`config.mk`:
```
export PLATFORM = sky130hd
export DESIGN_NAME = midi_track_event_parser_core
export DESIGN_NICKNAME = d
export VERILOG_FILES = /design/src/mtep_pkg.sv /design/src/midi_track_event_parser_core.sv /design/src/mtep_step.sv /design/src/mtep_out_reg.sv
export SDC_FILE = /design/constraint.sdc
export NUM_CORES = 1
export LEC_CHECK = 0
export BUFFER_PORTS_ARGS = -buffer_cell sky130_fd_sc_hd__buf_2
export CAP_MARGIN = 15
export CORE_MARGIN = 2
export CORE_UTILIZATION = 60
export DETAILED_ROUTE_END_ITERATION = 10
export MAX_ROUTING_LAYER = met4
export PLACE_DENSITY = 0.8
export SLEW_MARGIN = 20
export SYNTH_ARGS = -nofsm -noshare
export SYNTH_HDL_FRONTEND = slang
export SYNTH_HIERARCHICAL = 1
export SYNTH_SLANG_ARGS = --single-unit
```
`constraint.sdc`:
```
create_clock -name clk -period 5.25 [get_ports clk]
set_input_delay 0.525 -clock clk [delete_from_list [all_inputs] [get_ports clk]]
set_output_delay 0.525 -clock clk [all_outputs]
set_load 0.005 [all_outputs]
```
`src/mtep_pkg.sv`:
```
// ============================================================================
// mtep_pkg : MIDI track event parser shared definitions
// Parse phases, parser state, result item layout and status helpers.
// ============================================================================
package mtep_pkg;

    localparam int DeltaWidth = 28;
    localparam int CountWidth = 3;

    localparam logic [7:0] StatusMeta   = 8'hFF;
    localparam logic [7:0] NibbleMask   = 8'hF0;
    localparam logic [7:0] NibbleSystem = 8'hF0;
    localparam logic [7:0] MetaEot      = 8'h2F;
    localparam logic [CountWidth-1:0] VlqMaxBytes = 3'd4;

    typedef enum logic [7:0] {
        PH_DELTA  = 8'b0000_0001,
        PH_STATUS = 8'b0000_0010,
        PH_DATA1  = 8'b0000_0100,
        PH_DATA2  = 8'b0000_1000,
        PH_MTYPE  = 8'b0001_0000,
        PH_MLEN   = 8'b0010_0000,
        PH_MSKIP  = 8'b0100_0000,
        PH_HALT   = 8'b1000_0000
    } phase_t;

    typedef struct packed {
        phase_t                phase;
        logic [DeltaWidth-1:0] delta;
        logic [CountWidth-1:0] count;
        logic [7:0]            running;
        logic [6:0]            data_one;
        logic [7:0]            meta_type;
        logic [DeltaWidth-1:0] skip;
    } parse_state_t;

    typedef struct packed {
        logic [DeltaWidth-1:0] delta_ticks;
        logic [7:0]            status_code;
        logic [6:0]            data_one;
        logic [6:0]            data_two;
        logic                  is_meta;
        logic                  track_end;
        logic                  parse_error;
    } result_t;

    localparam parse_state_t StateReset = '{
        phase:     PH_DELTA,
        delta:     '0,
        count:     '0,
        running:   '0,
        data_one:  '0,
        meta_type: '0,
        skip:      '0
    };

    function automatic logic two_data(input logic [7:0] st);
        logic [3:0] n;
        n = st[7:4];
        return (n inside {4'h8, 4'h9, 4'hA, 4'hB, 4'hE});
    endfunction

    function automatic logic valid_status(input logic [7:0] st);
        return st[7] && ((st & NibbleMask) != NibbleSystem);
    endfunction

endpackage

```
`src/midi_track_event_parser_core.sv`:
```
// ============================================================================
// midi_track_event_parser_core : MIDI track event parser
// Parse track bytes into channel and meta event items with running status.
// ============================================================================
// Usage:
//   The slave channel carries one track byte per item in s_tdata, with
//   s_tuser set on the first byte of a track to clear running status and
//   the parse state. Each finished event, or an error, leaves as one item
//   on the master channel; the end of track flag rides on m_tlast.
//   A byte is taken every cycle while s_tready is high. The parser state
//   advances in the cycle the byte is accepted, and the result item shows
//   on the master channel in the following cycle from the result register.
//   Bytes that finish no event give no item. After an error the parser
//   holds and drops bytes until a byte with the track start flag arrives.
//   At reset the parser waits for a delta time with no running status and
//   the result register is empty.
//   When the receiver stalls, one result item waits in the result register
//   and further bytes are still taken as long as that register is free or
//   being emptied in the same cycle; s_tready falls only while a waiting
//   item is not taken.
// ============================================================================
module midi_track_event_parser_core
    import mtep_pkg::*;
(
    input  logic        clk,
    input  logic        rst_n,
    input  logic        s_tvalid,
    output logic        s_tready,
    input  logic [7:0]  s_tdata,   // [7:0] track_byte
    input  logic [0:0]  s_tuser,   // [0] track_start
    output logic        m_tvalid,
    input  logic        m_tready,
    output logic [55:0] m_tdata,   // [27:0] delta_ticks, [35:28] status_code,
                                   // [42:36] data_one, [49:43] data_two, zero fill
    output logic [1:0]  m_tuser,   // [0] is_meta, [1] parse_error
    output logic        m_tlast    // track_end
);

    parse_state_t state_reg;
    parse_state_t state_next;
    logic         res_valid;
    result_t      res;
    logic         can_load;
    logic         accept;
    result_t      out_res;

    assign s_tready = can_load;
    assign accept   = s_tvalid && can_load;

    mtep_step u_step (
        .state       (state_reg),
        .track_byte  (s_tdata),
        .track_start (s_tuser[0]),
        .state_next  (state_next),
        .res_valid   (res_valid),
        .res         (res)
    );

    always_ff @(posedge clk or negedge rst_n)
    begin
        if (!rst_n)
            state_reg <= StateReset;
        else if (accept)
            state_reg <= state_next;
    end

    mtep_out_reg u_out_reg (
        .clk       (clk),
        .rst_n     (rst_n),
        .load      (accept && res_valid),
        .res       (res),
        .out_ready (m_tready),
        .can_load  (can_load),
        .out_valid (m_tvalid),
        .out_res   (out_res)
    );

    assign m_tdata = {6'd0, out_res.data_two, out_res.data_one,
                      out_res.status_code, out_res.delta_ticks};
    assign m_tuser = {out_res.parse_error, out_res.is_meta};
    assign m_tlast = out_res.track_end;

endmodule

```
`src/mtep_step.sv`:
```
// ============================================================================
// mtep_step : parser next-state logic
// Work out the next parser state and any result item for one track byte.
// ============================================================================
module mtep_step
    import mtep_pkg::*;
(
    input  parse_state_t state,
    input  logic [7:0]   track_byte,
    input  logic         track_start,
    output parse_state_t state_next,
    output logic         res_valid,
    output result_t      res
);

    parse_state_t          cur;
    logic [DeltaWidth-1:0] vlq_delta;
    logic [DeltaWidth-1:0] vlq_skip;
    logic [DeltaWidth-1:0] skip_dec;
    logic [CountWidth-1:0] count_inc;

    always_comb
    begin
        cur       = track_start ? StateReset : state;
        vlq_delta = {cur.delta[DeltaWidth-8:0], track_byte[6:0]};
        vlq_skip  = {cur.skip[DeltaWidth-8:0], track_byte[6:0]};
        skip_dec  = cur.skip - DeltaWidth'(1);
        count_inc = cur.count + CountWidth'(1);

        state_next = cur;
        res_valid  = 1'b0;
        res        = '0;

        case (cur.phase)
            PH_DELTA:
            begin
                state_next.delta = vlq_delta;
                state_next.count = count_inc;
                if (track_byte[7])
                begin
                    if (count_inc >= VlqMaxBytes)
                    begin
                        res.parse_error  = 1'b1;
                        res_valid        = 1'b1;
                        state_next.phase = PH_HALT;
                    end
                end
                else
                begin
                    state_next.phase = PH_STATUS;
                end
            end
            PH_STATUS, PH_DATA1:
            begin
                res.delta_ticks = cur.delta;
                if (cur.phase == PH_STATUS && track_byte == StatusMeta)
                begin
                    state_next.running = '0;
                    state_next.phase   = PH_MTYPE;
                end
                else if (cur.phase == PH_STATUS && track_byte[7])
                begin
                    state_next.running = track_byte;
                    if (!valid_status(track_byte))
                    begin
                        res.status_code  = track_byte;
                        res.parse_error  = 1'b1;
                        res_valid        = 1'b1;
                        state_next.phase = PH_HALT;
                    end
                    else
                    begin
                        state_next.phase = PH_DATA1;
                    end
                end
                else if (cur.phase == PH_STATUS && !valid_status(cur.running))
                begin
                    res.status_code  = cur.running;
                    res.parse_error  = 1'b1;
                    res_valid        = 1'b1;
                    state_next.phase = PH_HALT;
                end
                else
                begin
                    state_next.data_one = track_byte[6:0];
                    if (two_data(cur.running))
                    begin
                        state_next.phase = PH_DATA2;
                    end
                    else
                    begin
                        res.status_code  = cur.running;
                        res.data_one     = track_byte[6:0];
                        res_valid        = 1'b1;
                        state_next.phase = PH_DELTA;
                        state_next.delta = '0;
                        state_next.count = '0;
                    end
                end
            end
            PH_DATA2:
            begin
                res.delta_ticks  = cur.delta;
                res.status_code  = cur.running;
                res.data_one     = cur.data_one;
                res.data_two     = track_byte[6:0];
                res_valid        = 1'b1;
                state_next.phase = PH_DELTA;
                state_next.delta = '0;
                state_next.count = '0;
            end
            PH_MTYPE:
            begin
                state_next.meta_type = track_byte;
                state_next.skip      = '0;
                state_next.count     = '0;
                state_next.phase     = PH_MLEN;
            end
            PH_MLEN:
            begin
                res.delta_ticks  = cur.delta;
                res.status_code  = cur.meta_type;
                res.is_meta      = 1'b1;
                res.track_end    = (cur.meta_type == MetaEot);
                state_next.skip  = vlq_skip;
                state_next.count = count_inc;
                if (track_byte[7])
                begin
                    if (count_inc >= VlqMaxBytes)
                    begin
                        res.parse_error  = 1'b1;
                        res_valid        = 1'b1;
                        state_next.phase = PH_HALT;
                    end
                end
                else if (vlq_skip != '0)
                begin
                    state_next.phase = PH_MSKIP;
                end
                else
                begin
                    res_valid        = 1'b1;
                    state_next.phase = PH_DELTA;
                    state_next.delta = '0;
                    state_next.count = '0;
                end
            end
            PH_MSKIP:
            begin
                res.delta_ticks  = cur.delta;
                res.status_code  = cur.meta_type;
                res.is_meta      = 1'b1;
                res.track_end    = (cur.meta_type == MetaEot);
                state_next.skip  = skip_dec;
                if (skip_dec == '0)
                begin
                    res_valid        = 1'b1;
                    state_next.phase = PH_DELTA;
                    state_next.delta = '0;
                    state_next.count = '0;
                end
            end
            default:
            begin
                state_next = cur;
            end
        endcase
    end

endmodule

```
`src/mtep_out_reg.sv`:
```
// ============================================================================
// mtep_out_reg : result item register
// Hold one result item for the downstream side and report when it can load.
// ============================================================================
module mtep_out_reg
    import mtep_pkg::*;
(
    input  logic    clk,
    input  logic    rst_n,
    input  logic    load,
    input  result_t res,
    input  logic    out_ready,
    output logic    can_load,
    output logic    out_valid,
    output result_t out_res
);

    logic    valid_reg;
    logic    valid_next;
    result_t res_reg;

    assign can_load  = !valid_reg || out_ready;
    assign out_valid = valid_reg;
    assign out_res   = res_reg;

    always_comb
    begin
        if (load)
            valid_next = 1'b1;
        else if (out_ready)
            valid_next = 1'b0;
        else
            valid_next = valid_reg;
    end

    always_ff @(posedge clk or negedge rst_n)
    begin
        if (!rst_n)
            valid_reg <= 1'b0;
        else
            valid_reg <= valid_next;
    end

    always_ff @(posedge clk)
    begin
        if (load)
            res_reg <= res;
    end

endmodule

```
==> flow_summary_export.csv <==
group,metric,value,unit
route,drc,0,
layout,diodes,0,
clock_network,cts_made_buffers,17,
synth,syn_area_per_cell,10.6,sq um
synth,synth.yosys.seq_area_share,45.7,%
floorplanning,die_area,15100,sq um
clock_network,htreeDepth,4,
layout,design_area,9300,sq um
synth,synth_edf_count,53,
floorplanning,start_util,61.2,%
placed_design,place.gp.congestion,1.05,
sta,finalSetupTns,0,ns
synth,synth_cells,801,
floorplanning,ios,74,
synth,ys_ff_latch,144,
sta,finalClockSkew,0.0103,ns
sta,worst_pin_slew,1.09,ns
sta,min_period,4.56,ns
synth,synth_commonest_cells,"dfrtp_1, mux2_2, nand2_1",
layout,final_cells,1034,
placed_design,pre_cts_ws,0.557,ns
synth,yosys_most_used_dff,"dfrtp_1",
critical_path,max_stage_delay,0.71,ns
floorplanning,die_height,123,um
placed_design,portBuffers,67,
global_routing,grt_max_degree,91,
route,routed_via_density,6.50,
sta,fin_crit_sh,86.8,%
pwr,p_leak,4.16,nW
critical_path,worstPathRequired,5.37,ns
critical_path,cp_num_buf_inv,1,
critical_path,r2r_slack,0.69,ns
clock_network,cts_resized,0,
critical_path,crit_slowest_cell,"or4b_2",
critical_path,critPathArrivalTime,4.68,ns
critical_path,rr_worst_depth,12,
synth,synth.top_cell.area_share,26.6,%
hold_path,hp-class,"in2async",
clock_network,cts_buffer_depth,2,
critical_path,crit_path_start,"state_reg[1]",
synth,synthArstFlopShare,63.2,%
synth,synth_area_leaders,"dfrtp_1, edfxtp_1, mux2_2",
clock_network,post_cts_buffers,0,
critical_path,cp_top_family,"simple AND/OR/NAND/NOR gates",
global_routing,overflow,0,
global_routing,grt_first_pass_wirelength,33.1,mm
pwr,vdd_drop_max,0.282,mV
sta,slew_headroom,26.7,%
job,maxCapViolations,0,
route,post_drt_wl_per_cell,20.0,um
synth,synth_most_common_cell,"dfrtp_1",
layout,synthToLayoutAreaGrowth,9.88,%
critical_path,crit_path_max_fanout,33,
clock_network,cts.sinks,144,
clock_network,clk_pin_slew,0.06,ns
route,drt_first_pass_iters,5,
route,drtIter0Drc,899,
sta,hold_viol,0,
clock_network,root_buffer,"clkbuf_16",
critical_path,worstReg2RegStart,"state_reg[1]",
synth,netlist_area,8460,sq um
sta,rsz0062_at_grt,"false",
sta,setup_violations,0,
critical_path,cp-start-kind,"flip-flop",
synth,synth.largest_area_cell,"dfrtp_1",
critical_path,regToRegEndpoint,"u_out_reg/out_res[47]",
critical_path,crit_type,"reg2reg",
route,vias,6726,
placed_design,hpwlAfterDp,13.2,mm
sta,setup_ws,0.691,ns
route,antenna_left,0,
layout,nets,857,
critical_path,end_kind,"flip-flop",
floorplanning,die_x,123,um
layout,largest_reg_flops,90,
sta,clock.fmax,0.219,GHz
floorplanning,rows,43,
sta,maxSlewViolCount,0,
pwr,pwr_density_cell,375,nW/um^2
route,routed_wl,20.7,mm
layout,final_util,67.2,%
pwr,finalPower,3.48,mW
synth,ys_types,84,
floorplanning,core_area,13800,sq um
critical_path,path_cells,"nand2_1 > ha_1 > or4b_2 > a211oi_2 > a21boi_0 > o311ai_0 > nand4_1 > or4_4 > o32a_2 > nand3b_1 > and3_2 > buf_12",
status,status,"completed",
global_routing,grt_use_total,29.3,%
clock_network,clock_latency,0.43,ns
global_routing,first_global_vias,6530,
clock_network,holdBufCountCts,0,
placed_design,dp_cells,1002,
global_routing,antenna_found_initial,0,
clock_network,cts_tree,"built",
synth,yosys_warnings,6,
placed_design,postPlaceCellArea,8710,sq um
layout,drive_above_1_share,29.2,%
sta,holdWs,0.0209,ns
## kinds of logic after synthesis
group                    after synthesis  synth area share, %
AO/OA/AOI/OAI                        182                 15.6
XOR/XNOR                              16                 1.66
adder cells (fa/ha/maj)                3                0.444
buffers and inverters                101                 6.95
flip-flops                           144                 45.7
multiplexers                          98                 13.1
other                                  1               0.0443
AND/OR/NAND/NOR                      256                 16.5
## area by class of cell
type                       instances  area, sq um
multi-input combinational        561         4040
fill                            1021         4530
clock buffer                      17          425
tap                              180          225
inverter                          38          143
sequential                       144         3870
timing repair buffer              79          440
clock inverter                    15          154
## placed cells by master, fill, tap and decap left out, drive strengths merged, types with 8 or more instances in the layout
master	n
a21o	8
dfrtp	90
xnor2	11
mux2	97
or2	8
nand3	21
a21oi	17
a22oi	21
nand2b	10
inv	44
buf	79
edfxtp	53
nor3	11
nor4	12
and2	37
nand4	9
or3	10
nor2b	11
a22o	14
nand2	71
or4	10
clkbuf	17
o21ai	68
nor2	33
## metal layers
layer  vias up  routed length [um]  share of wire [%]  GRT usage, %
met4         0                 481                2.3          11.1
met2       381               10100                 49          45.7
li1       2998                   -                  -             -
met1      3287                8270                 40          37.5
met3        60                1840                8.9          6.88
met5         -                   0                  0             -
## how the worst max path moves through the flow
stage | endpoint | slack, ns | cells past startpoint
after global placement | u_out_reg/out_res[52] | 0.72 | 14
after global routing | u_out_reg/out_res[34] | 0.52 | 10
after CTS | u_out_reg/out_res[34] | 0.76 | 12
after detailed placement | u_out_reg/out_res[52] | 0.56 | 14
final | u_out_reg/out_res[47] | 0.69 | 12
after floorplan | u_out_reg/out_res[0] | 0.18 | 16
## report_power, final
| part | internal [mW] | switching (mW) | total, mW |
|---|---|---|---|
| registers | 1.36 | 0.132 | 1.49 |
| logic | 0.338 | 0.451 | 0.789 |
| clock network | 0.704 | 0.497 | 1.20 |
Note: power is estimated with default switching activity, not from simulation.
